File: src/hdl/fhst_pkg.sv
// fhst_pkg: shared types and codes of the fermion hop sign tracker
// no dependencies; used by fhst_cell and fermion_hop_sign_tracker
`default_nettype none

package fhst_pkg;

    localparam int FIELD_W = 6;

    localparam logic [1:0] OP_PLACE = 2'd0;
    localparam logic [1:0] OP_HOP   = 2'd1;
    localparam logic [1:0] OP_CLEAR = 2'd2;

    // broadcast from the controller to every cell
    typedef struct packed {
        logic               fl;
        logic [FIELD_W-1:0] src;
        logic [FIELD_W-1:0] dst;
        logic [FIELD_W-1:0] lo;
        logic [FIELD_W-1:0] hi;
        logic [FIELD_W-1:0] part;
        logic               clr;
        logic               place;
        logic               hop;
    } t_cmd;

    // handed from one cell to the next every cycle
    typedef struct packed {
        logic               par;
        logic               src_occ;
        logic               dst_occ;
        logic [FIELD_W-1:0] pidx;
    } t_link;

endpackage

`default_nettype wire

File: src/hdl/fhst_cell.sv
// fhst_cell: one site of the chain, occupancy and particle index per flavour
// depends on fhst_pkg
`default_nettype none

module fhst_cell #(
    parameter int IDX      = 0,
    parameter int FLAVOURS = 2
) (
    input  wire logic          i_clk,
    input  wire logic          i_rst_n,
    input  wire fhst_pkg::t_cmd  i_cmd,
    input  wire fhst_pkg::t_link i_link,
    output fhst_pkg::t_link    o_link
);
    import fhst_pkg::*;

    logic [FLAVOURS-1:0] r_occ;
    logic [FIELD_W-1:0]  r_pid [FLAVOURS];
    t_link               r_link;
    t_link               n_link;
    logic                w_occ;
    logic [FIELD_W-1:0]  w_pid;
    logic                w_at_src;
    logic                w_at_dst;
    logic                w_between;

    assign w_at_src  = (int'(i_cmd.src) == IDX);
    assign w_at_dst  = (int'(i_cmd.dst) == IDX);
    assign w_between = (int'(i_cmd.lo) < IDX) && (IDX < int'(i_cmd.hi));

    always_comb begin
        w_occ = 1'b0;
        w_pid = '0;
        for (int f = 0; f < FLAVOURS; f++) begin
            if (int'(i_cmd.fl) == f) begin
                w_occ = r_occ[f];
                w_pid = r_pid[f];
            end
        end
        n_link.par     = i_link.par ^ (w_occ & w_between);
        n_link.src_occ = i_link.src_occ | (w_occ & w_at_src);
        n_link.dst_occ = i_link.dst_occ | (w_occ & w_at_dst);
        n_link.pidx    = (w_at_src && w_occ) ? w_pid : i_link.pidx;
    end

    always_ff @(posedge i_clk) begin
        if (!i_rst_n) begin
            r_occ <= '0;
        end else if (i_cmd.clr) begin
            r_occ <= '0;
        end else begin
            for (int f = 0; f < FLAVOURS; f++) begin
                if (int'(i_cmd.fl) == f) begin
                    if (i_cmd.hop && w_at_src) begin
                        r_occ[f] <= 1'b0;
                    end
                    if ((i_cmd.hop || i_cmd.place) && w_at_dst) begin
                        r_occ[f] <= 1'b1;
                    end
                end
            end
        end
    end

    always_ff @(posedge i_clk) begin
        for (int f = 0; f < FLAVOURS; f++) begin
            if ((int'(i_cmd.fl) == f) && (i_cmd.hop || i_cmd.place) && w_at_dst) begin
                r_pid[f] <= i_cmd.part;
            end
        end
        r_link <= n_link;
    end

    assign o_link = r_link;

endmodule

`default_nettype wire

File: src/hdl/fermion_hop_sign_tracker.sv
// fermion_hop_sign_tracker: top level, controller and a row of SITES site cells
// flow: place and hop pass a sweep state while the link word runs through every site
// cell, then commit; others go straight to commit, as does a place or hop whose
// flavour, site or particle is out of range; throughput: one word at a time, the next
// word is taken only after the commit; a stalled result word holds the input off
// reset: synchronous active low, all sites empty and the sign +1
// depends on fhst_pkg and fhst_cell
`default_nettype none

module fermion_hop_sign_tracker #(
    parameter int FLAVOURS  = 2,
    parameter int SITES     = 64,
    parameter int PARTICLES = 64
) (
    input  wire logic        i_clk,
    input  wire logic        i_rst_n,
    input  wire logic        s_axis_tvalid,
    output logic             s_axis_tready,
    // op[1:0], flavour[2], from_site[8:3], to_site[14:9], particle[20:15]
    input  wire logic [23:0] s_axis_tdata,
    output logic             m_axis_tvalid,
    input  wire logic        m_axis_tready,
    // sign_negative[0], hop_odd[1], moved_particle[7:2], bad_move[8]
    output logic [15:0]      m_axis_tdata
);
    import fhst_pkg::*;

    localparam int CNT_W = $clog2(SITES);

    typedef enum logic [1:0] {
        ST_IDLE,
        ST_SWEEP,
        ST_COMMIT
    } t_state;

    t_state             r_state;
    logic [CNT_W-1:0]   r_cnt;
    logic [1:0]         r_op;
    logic               r_fl;
    logic [FIELD_W-1:0] r_src;
    logic [FIELD_W-1:0] r_dst;
    logic [FIELD_W-1:0] r_lo;
    logic [FIELD_W-1:0] r_hi;
    logic [FIELD_W-1:0] r_part;
    logic               r_pre_bad;
    logic               r_sign;
    logic               r_ovalid;
    logic               r_o_sign;
    logic               r_o_odd;
    logic [FIELD_W-1:0] r_o_moved;
    logic               r_o_bad;

    logic [1:0]         w_op;
    logic               w_fl;
    logic [FIELD_W-1:0] w_src;
    logic [FIELD_W-1:0] w_dst;
    logic [FIELD_W-1:0] w_part;
    logic               w_pre_bad;
    logic               w_in_acc;
    logic               w_out_free;
    logic               w_fire;
    logic               n_sign;
    logic               n_odd;
    logic [FIELD_W-1:0] n_moved;
    logic               n_bad;
    t_cmd               w_cmd;
    t_link              w_link [SITES+1];

    assign w_op   = s_axis_tdata[1:0];
    assign w_fl   = s_axis_tdata[2];
    assign w_src  = s_axis_tdata[8:3];
    assign w_dst  = s_axis_tdata[14:9];
    assign w_part = s_axis_tdata[20:15];

    always_comb begin
        w_pre_bad = (int'(w_fl) >= FLAVOURS) || (int'(w_dst) >= SITES);
        if (w_op == OP_PLACE && int'(w_part) >= PARTICLES) begin
            w_pre_bad = 1'b1;
        end
        if (w_op == OP_HOP && int'(w_src) >= SITES) begin
            w_pre_bad = 1'b1;
        end
    end

    assign s_axis_tready = (r_state == ST_IDLE);
    assign w_in_acc      = s_axis_tvalid && s_axis_tready;
    assign w_out_free    = !r_ovalid || m_axis_tready;
    assign w_fire        = (r_state == ST_COMMIT) && w_out_free;

    always_comb begin
        n_sign      = r_sign;
        n_odd       = 1'b0;
        n_moved     = '0;
        n_bad       = 1'b0;
        w_cmd.fl    = r_fl;
        w_cmd.src   = r_src;
        w_cmd.dst   = r_dst;
        w_cmd.lo    = r_lo;
        w_cmd.hi    = r_hi;
        w_cmd.part  = r_part;
        w_cmd.clr   = 1'b0;
        w_cmd.place = 1'b0;
        w_cmd.hop   = 1'b0;
        case (r_op)
            OP_CLEAR: begin
                n_sign    = 1'b0;
                w_cmd.clr = w_fire;
            end
            OP_PLACE: begin
                if (r_pre_bad || w_link[SITES].dst_occ) begin
                    n_bad = 1'b1;
                end else begin
                    n_moved     = r_part;
                    w_cmd.place = w_fire;
                end
            end
            OP_HOP: begin
                if (r_pre_bad || !w_link[SITES].src_occ || w_link[SITES].dst_occ) begin
                    n_bad = 1'b1;
                end else begin
                    n_odd      = w_link[SITES].par;
                    n_sign     = r_sign ^ w_link[SITES].par;
                    n_moved    = w_link[SITES].pidx;
                    w_cmd.part = w_link[SITES].pidx;
                    w_cmd.hop  = w_fire;
                end
            end
            default: begin
            end
        endcase
    end

    assign w_link[0] = '0;

    for (genvar g = 0; g < SITES; g++) begin : g_cell
        fhst_cell #(
            .IDX      (g),
            .FLAVOURS (FLAVOURS)
        ) u_cell (
            .i_clk   (i_clk),
            .i_rst_n (i_rst_n),
            .i_cmd   (w_cmd),
            .i_link  (w_link[g]),
            .o_link  (w_link[g+1])
        );
    end

    always_ff @(posedge i_clk) begin
        if (!i_rst_n) begin
            r_state  <= ST_IDLE;
            r_cnt    <= '0;
            r_sign   <= 1'b0;
            r_ovalid <= 1'b0;
        end else begin
            if (w_fire) begin
                r_ovalid <= 1'b1;
            end else if (m_axis_tready) begin
                r_ovalid <= 1'b0;
            end
            case (r_state)
                ST_IDLE: begin
                    if (w_in_acc) begin
                        r_cnt <= '0;
                        if ((w_op == OP_PLACE || w_op == OP_HOP) && !w_pre_bad) begin
                            r_state <= ST_SWEEP;
                        end else begin
                            r_state <= ST_COMMIT;
                        end
                    end
                end
                ST_SWEEP: begin
                    r_cnt <= r_cnt + 1'b1;
                    if (r_cnt == CNT_W'(SITES - 1)) begin
                        r_state <= ST_COMMIT;
                    end
                end
                ST_COMMIT: begin
                    if (w_out_free) begin
                        r_sign   <= n_sign;
                        r_state  <= ST_IDLE;
                    end
                end
                default: begin
                    r_state <= ST_IDLE;
                end
            endcase
        end
    end

    always_ff @(posedge i_clk) begin
        if (w_in_acc) begin
            r_op      <= w_op;
            r_fl      <= w_fl;
            r_src     <= w_src;
            r_dst     <= w_dst;
            r_lo      <= (w_src < w_dst) ? w_src : w_dst;
            r_hi      <= (w_src < w_dst) ? w_dst : w_src;
            r_part    <= w_part;
            r_pre_bad <= w_pre_bad;
        end
        if (w_fire) begin
            r_o_sign  <= n_sign;
            r_o_odd   <= n_odd;
            r_o_moved <= n_moved;
            r_o_bad   <= n_bad;
        end
    end

    assign m_axis_tvalid = r_ovalid;
    assign m_axis_tdata  = {7'd0, r_o_bad, r_o_moved, r_o_odd, r_o_sign};

endmodule

`default_nettype wire

File: config.mk
export PLATFORM = sky130hd
export DESIGN_NAME = fermion_hop_sign_tracker
export DESIGN_NICKNAME = d
export VERILOG_FILES = /design/src/hdl/fhst_pkg.sv /design/src/hdl/fhst_cell.sv /design/src/hdl/fermion_hop_sign_tracker.sv
export SDC_FILE = /design/constraint.sdc
export NUM_CORES = 2
export LEC_CHECK = 0
export ABC_AREA = 0
export ABC_CLOCK_PERIOD_IN_PS = 11200
export BUFFER_PORTS_ARGS = -buffer_cell sky130_fd_sc_hd__buf_2
export CAP_MARGIN = 10
export CORE_MARGIN = 5
export CORE_UTILIZATION = 44
export DETAILED_ROUTE_END_ITERATION = 12
export PLACE_DENSITY_LB_ADDON = 0.15
export SYNTH_ARGS = -nofsm -noshare
export SYNTH_HDL_FRONTEND = slang
export SYNTH_SLANG_ARGS = --single-unit
File: constraint.sdc
create_clock -name i_clk -period 11.2 [get_ports i_clk]
set_clock_uncertainty 0.1 [all_clocks]
set_input_delay 2.24 -clock i_clk [delete_from_list [all_inputs] [get_ports i_clk]]
set_output_delay 2.24 -clock i_clk [all_outputs]
set_load 0.05 [all_outputs]
# Word-level counts from Yosys, hierarchy flattened
# Memory sizes are Yosys's and may differ from the RTL's.
# Cells that the tools add are included.
[word_totals]
word_cells = 2558
register_bits = 755
mem_bits_rw = 768
inputBits = 28
n_memories = 64
[mem_list]
columns = ["memory", "depth", "width", "read_ports", "rd_ports_with_merged_regs", "write_ports", "line_no", "rtl"]
rows = [
  ["g_cell[0].u_cell.r_pid", 2, 6, 2, 0, 1, "fhst_cell.sv:18", "logic [FIELD_W-1:0] r_pid [FLAVOURS];"],
  ["g_cell[10].u_cell.r_pid", 2, 6, 2, 0, 1, "fhst_cell.sv:18", ""],
  ["g_cell[11].u_cell.r_pid", 2, 6, 2, 0, 1, "fhst_cell.sv:18", ""],
  ["g_cell[12].u_cell.r_pid", 2, 6, 2, 0, 1, "fhst_cell.sv:18", ""],
  ["g_cell[13].u_cell.r_pid", 2, 6, 2, 0, 1, "fhst_cell.sv:18", ""],
  ["g_cell[14].u_cell.r_pid", 2, 6, 2, 0, 1, "fhst_cell.sv:18", ""],
  ["58 more memories", "-", "-", "-", "-", "-", "-", ""],
]
[op_classes]
mux = 793
eq_ne = 135
n_bitwise = 382
order_cmp = 125
reduce_logical = 660
addsub = 1
[ops]
columns = ["operator", "n"]
rows = [
  ["$mux 6", 198],
  ["$mux 1", 586],
  ["$eq 6x6->1 const B", 65],
  ["$logic_and 1x1->1", 386],
  ["$reduce_or 6->1", 64],
  ["$reduce_and 2->1", 130],
  ["$eq 6x5->1 const B", 32],
  ["$and 1x1->1", 190],
  ["$lt 6x6->1 const A", 31],
  ["$lt 6x6->1 const B", 31],
  ["$reduce_bool 2->1", 66],
  ["$or 1x1->1", 126],
  ["$eq 6x4->1 const B", 16],
  ["$lt 5x6->1 const A", 16],
  ["$lt 6x5->1 const B", 16],
  ["$xor 1x1->1", 62],
  ["$eq 6x3->1 const B", 8],
  ["$lt 4x6->1 const A", 8],
  ["$lt 6x4->1 const B", 8],
  ["$eq 6x2->1 const B", 4],
  ["$lt 3x6->1 const A", 4],
  ["$lt 6x3->1 const B", 4],
  ["$pmux 6 s2", 2],
  ["$eq 6x1->1 const B", 2],
  ["20 further kinds", 41],
]

# Logic depth before layout (Yosys ltp)
[logic_depth]
depth_word = 12
mapped_depth = 9
ltp_nobuf = 6

# Worst setup path before layout
# Ideal clock, no wire load.
[synth_timing]
path_type = "input-to-reg"
start = "input port s_axis_tvalid"
end = "register r_dst[0], enable pin"
slack_ps = 5894
n_path_buf = 0
required_time_ps = 10626
t_arrival_ps = 4733
cell_stages = 1
path_cell_list = "nor3b_1"
[synth_between]
elab_chain_len = 1
[synth_lines]
columns = ["element", "line_no", "rtl"]
rows = [
  ["from (decl)", "fermion_hop_sign_tracker.sv:17", "input wire logic s_axis_tvalid,"],
  ["$logic_and 1x1->1", "fermion_hop_sign_tracker.sv:86", "assign w_in_acc = s_axis_tvalid && s_axis_tready;"],
  ["to (signal assigned)", "fermion_hop_sign_tracker.sv:195", "r_dst <= w_dst;"],
  ["to (decl)", "fermion_hop_sign_tracker.sv:41", "logic [FIELD_W-1:0] r_dst;"],
]
# Every way passes these cells.
# A chain may end at the register's enable or synchronous reset.

# Worst setup path in the final report
[layout_timing]
start = "input port m_axis_tready"
end = "memory g_cell[12].u_cell.r_pid[0][0], enable pin"
[layout_between]
elab_chain_len = 11
[layout_lines]
columns = ["element", "line_no", "rtl"]
rows = [
  ["from (decl)", "fermion_hop_sign_tracker.sv:22", "input wire logic m_axis_tready,"],
  ["$logic_or 1x1->1 (*)", "fermion_hop_sign_tracker.sv:87", "assign w_out_free = !r_ovalid || m_axis_tready;"],
  ["$logic_and 1x1->1 (*)", "fermion_hop_sign_tracker.sv:88", "assign w_fire = (r_state == ST_COMMIT) && w_out_free;"],
  ["$mux 1 (on tied branches)", "fermion_hop_sign_tracker.sv:118, fermion_hop_sign_tracker.sv:110", ""],
  ["$mux 1", "fermion_hop_sign_tracker.sv:104", "case (r_op)"],
  ["$logic_or 1x1->1 (*)", "fhst_cell.sv:67", "if ((int'(i_cmd.fl) == f) && (i_cmd.hop || i_cmd.place) && w_at_dst) begin"],
  ["$logic_and 1x1->1 (2 in series)", "fhst_cell.sv:67", ""],
  ["$mux 1", "fhst_cell.sv:67", ""],
  ["$mux 1 (not written as such)", "fhst_cell.sv:68", "r_pid[f] <= i_cmd.part;"],
  ["$reduce_or 6->1 (no line)", "-", ""],
  ["$mux 1 (no line)", "-", ""],
  ["to (decl)", "fhst_cell.sv:18", ""],
]
# Mark *: on every way between the ends. The rest lies on a longest branch, timed or not.

==> run_results.csv <==
group,metric,value,unit
outcome,status,"finished clean",
critical_path,required,11.49,ns
synth,yosys.area.top_type_share,43.47,%
clocking,cts_buffer_depth,3,
pwr,leakage,23.19,nW
clocking,cts_setup_buffers,0,
sta,timing.fmax,0.1950,GHz
global_routing,antenna_found_initial,4,
global_routing,gr-total-overflow,0,
route,drc,0,
synth,ys_async_sr_fraction,0,%
synth,yosys_register_bits,1523,
pwr,pwr-share-clk,44.6,%
pwr,power.density,184.1,mW/mm^2
cells_and_area,fin_area,0.06296,sq mm
clocking,hold_buffers,0,
clocking,htree_num_levels,4,
route,routed_wl,139.6,mm
synth,synth_cell_types,76,
global_routing,track_usage,20.57,%
critical_path,critPathCaptureType,"flip-flop",
sta,drv_slew,0,
synth,syn_area_per_cell,14.59,sq um
clocking,numCtsBuffers,156,
critical_path,cp.arrival,5.42,ns
synth,synth-edff-count,810,
sta,period_minus_slack,5.128,ns
cells_and_area,layout-drive-gt1-share,20.95,%
flow_run,drv_cap,0,
hold_path,hold_path_class,"reg2reg",
floorplanning,initial_core_util,44.39,%
cells_and_area,n_fill_cell,10680,
pwr,p_switching,2.480,mW
route,via_per_inst,5.513,
cells_and_area,final_cells,5660,
clocking,clkTransAtPathRegs,0.06,ns
place,dp_hpwl,84.94,mm
hold_path,hp-start,"g_cell[62].u_cell.o_link[8]$_DFF_P_",
floorplanning,die_w,366.6,um
sta,rsz0062_at_grt,"no",
pwr,ir_worst_vdd,0.1585,mV
sta,tightest_slew,1.254,ns
cells_and_area,nNetsFinal,3917,
place,gp_congestion,0.9133,
synth,synthTopCellsByArea,"edfxtp_1 43%, dfxtp_1 26%, mux2_2 8.3%",
critical_path,cp-start-kind,"input pin",
clocking,cts_root_buf,"clkbuf_16",
floorplanning,ioPinCount,46,
global_routing,grt_pass1_wl,207.8,mm
critical_path,r2r-end,"g_cell[12].u_cell.r_pid[0][0]$_DFFE_PP_",
floorplanning,rows,130,
sta,final_hold_viol_count,0,
cells_and_area,diodes,0,
clocking,cts_tree,"done",
place,postPlaceCellArea,0.05781,sq mm
critical_path,r2r_cells,4,
place,dp.cells,5372,
synth,ys.flop_type,"edfxtp_1",
sta,relSlewSlack,16.37,%
clocking,cts-resized-gates,0,
synth,yosys_warnings,0,
critical_path,worst-r2r-setup-slack,6.72,ns
cells_and_area,area_growth,12.51,%
global_routing,grt_pass1_vias,31570,
route,vias,31200,
critical_path,worstReg2RegStart,"r_fl$_DFFE_PP_",
global_routing,grt_max_degree,136,
route,ant_nets,0,
floorplanning,fp.coreArea,0.1261,sq mm
clocking,clock_latency,0.77,ns
synth,syn_inst,3836,
synth,synth-seq-area-share,68.97,%
pwr,switching_share,21.40,%
hold_path,whs_endpoint,"g_cell[63].u_cell.o_link[8]$_DFF_P_",
synth,syn-cell-area,0.05596,sq mm
sta,final-setup-viol-count,0,
critical_path,worstPathMaxFanout,16,
route,wl_per_cell,24.66,um
pwr,power_frac_seq,51.1,%
floorplanning,die_h,366.6,um
sta,fin_ws,6.072,ns
place,io_buffer_count,35,
sta,tns,0,ns
hold_path,worstHoldPathCells,0,
place,place_ws,5.351,ns
pwr,totalPowerFinal,11.59,mW
pwr,combPwrFrac,4.2,%
clocking,cts.sinks,1523,
synth,synth_top_cell_by_area,"edfxtp_1",
route,drtIter0Drc,2445,
critical_path,crit_type,"in2reg",
route,dr.pass1.iters,6,
floorplanning,die_area,0.1344,sq mm
pwr,intPower,9.109,mW
sta,post-route-period-util,45.78,%
layer usage:
| metal | global-route usage (%) | part of all wire, % | up-vias | wire length [um] |
|---|---|---|---|---|
| li1 | - | - | 14320 | - |
| met1 | 27.68 | 43 | 15670 | 60660 |
| met2 | 32.45 | 46 | 934 | 64030 |
| met3 | 4.374 | 6.4 | 278 | 8970 |
| met4 | 8.781 | 4.2 | 0 | 5932 |
| met5 | 0 | 0 | - | 0 |
kinds of logic (layout without fill, tap and decap cells):
logic type	Yosys count	count (layout)	share of synthesized area (%)
flops	1523	1523	68.97
simple gates	855	855	8.096
mux	718	718	14.04
compound gates	422	422	5.606
buf+inv	247	415	2.124
xor+xnor	61	61	0.9547
fa+ha+maj	9	9	0.2012
other cells	1	7	0.006701
power by group through the flow:
stage	sequential [mW]	combinational [mW]	clock [mW]
final	5.93	0.488	5.17
after global routing	5.92	0.512	5.53
after CTS	5.93	0.484	5.30
after detailed placement	6.05	0.482	0
after global placement	6.05	0.479	0
after floorplan	6.05	0.301	0
Yosys cell counts (26+ instances only):
library cell  count
edfxtp_1        810
dfxtp_1         713
mux2_2          412
nor2_1          350
mux2i_1         184
nand3_1         159
a32o_1          130
a21oi_1         128
mux2_1          122
clkbuf_1         86
buf_2            83
nand2_1          74
or2_1            61
a21o_1           53
xor2_1           43
buf_1            29
nor3_4           28
nor3_1           26
layout make-up:
| class | count | area (sq um) | share of cell area (%) |
|---|---|---|---|
| flip-flops and latches | 1523 | 38600 | 61.31 |
| multi-input cells | 2072 | 16320 | 25.93 |
| clock buffers | 219 | 4482 | 7.119 |
| well taps | 1650 | 2064 | 3.279 |
| repair buffers | 108 | 748.2 | 1.188 |
| clock inverters | 69 | 670.6 | 1.065 |
| inverters | 19 | 71.32 | 0.1133 |
cells in the final DEF, fill, tap and decap left out, types with 18 or more instances in the layout:
master       n
xnor2_1     18
clkinv_1    21
or2_1       61
a32o_1     130
and3_1      23
a21o_1      53
buf_2       35
o21ai_1     18
dfxtp_1    713
buf_4       71
mux2_2     412
nand3_1    159
mux2i_1    184
nor3_1      20
mux2_1     122
o21ai_0     19
nand2_1     67
a21oi_1    127
clkbuf_1    39
edfxtp_1   810
nor2_1     349
nor3_2      19
clkbuf_16  165
clkinv_2    24
nor3_4      28
xor2_1      43
sequential cells by signal, summed over array words and instances (netlist names), 2 cells and up:
register and count:
r_cnt 6, g_cell.u_cell.r_occ 128, r_src 6, r_part 6, r_lo 6, r_o_moved 6
g_cell.u_cell.r_pid 768, r_state 2, g_cell.u_cell.o_link 575, r_dst 6, r_op 2, r_hi 6
worst max-delay path, stage by stage:
cell and delay (ns):
buf_2 0.09, nor2b_1 0.04, buf_4 0.18, nor3_2 0.86, nand3_1 1.13, nor2_1 0.85
how the worst max path moves through the flow:
stage	slack, ns	endpoint	depth (start not counted)	start
after floorplan	5.89	r_dst[0]$_DFFE_PP_	1	s_axis_tvalid
after global placement	5.39	g_cell[8].u_cell.r_pid[0][1]$_DFFE_PP_	6	m_axis_tready
after detailed placement	5.35	g_cell[8].u_cell.r_pid[0][3]$_DFFE_PP_	6	m_axis_tready
after CTS	6.20	g_cell[13].u_cell.r_pid[0][0]$_DFFE_PP_	6	m_axis_tready
after global routing	6.09	g_cell[3].u_cell.r_pid[0][2]$_DFFE_PP_	6	m_axis_tready
final	6.07	g_cell[12].u_cell.r_pid[0][0]$_DFFE_PP_	6	m_axis_tready
through the flow:
step	utilization, %	hold slack [ns]
floorplan	-	0.2096
global route	49.94	0.2307
global placement	45.86	0.2162
finish	49.94	0.2381
detailed placement	45.86	0.2196
CTS	49.94	0.2368
Note: power is estimated with default switching activity, not from simulation.
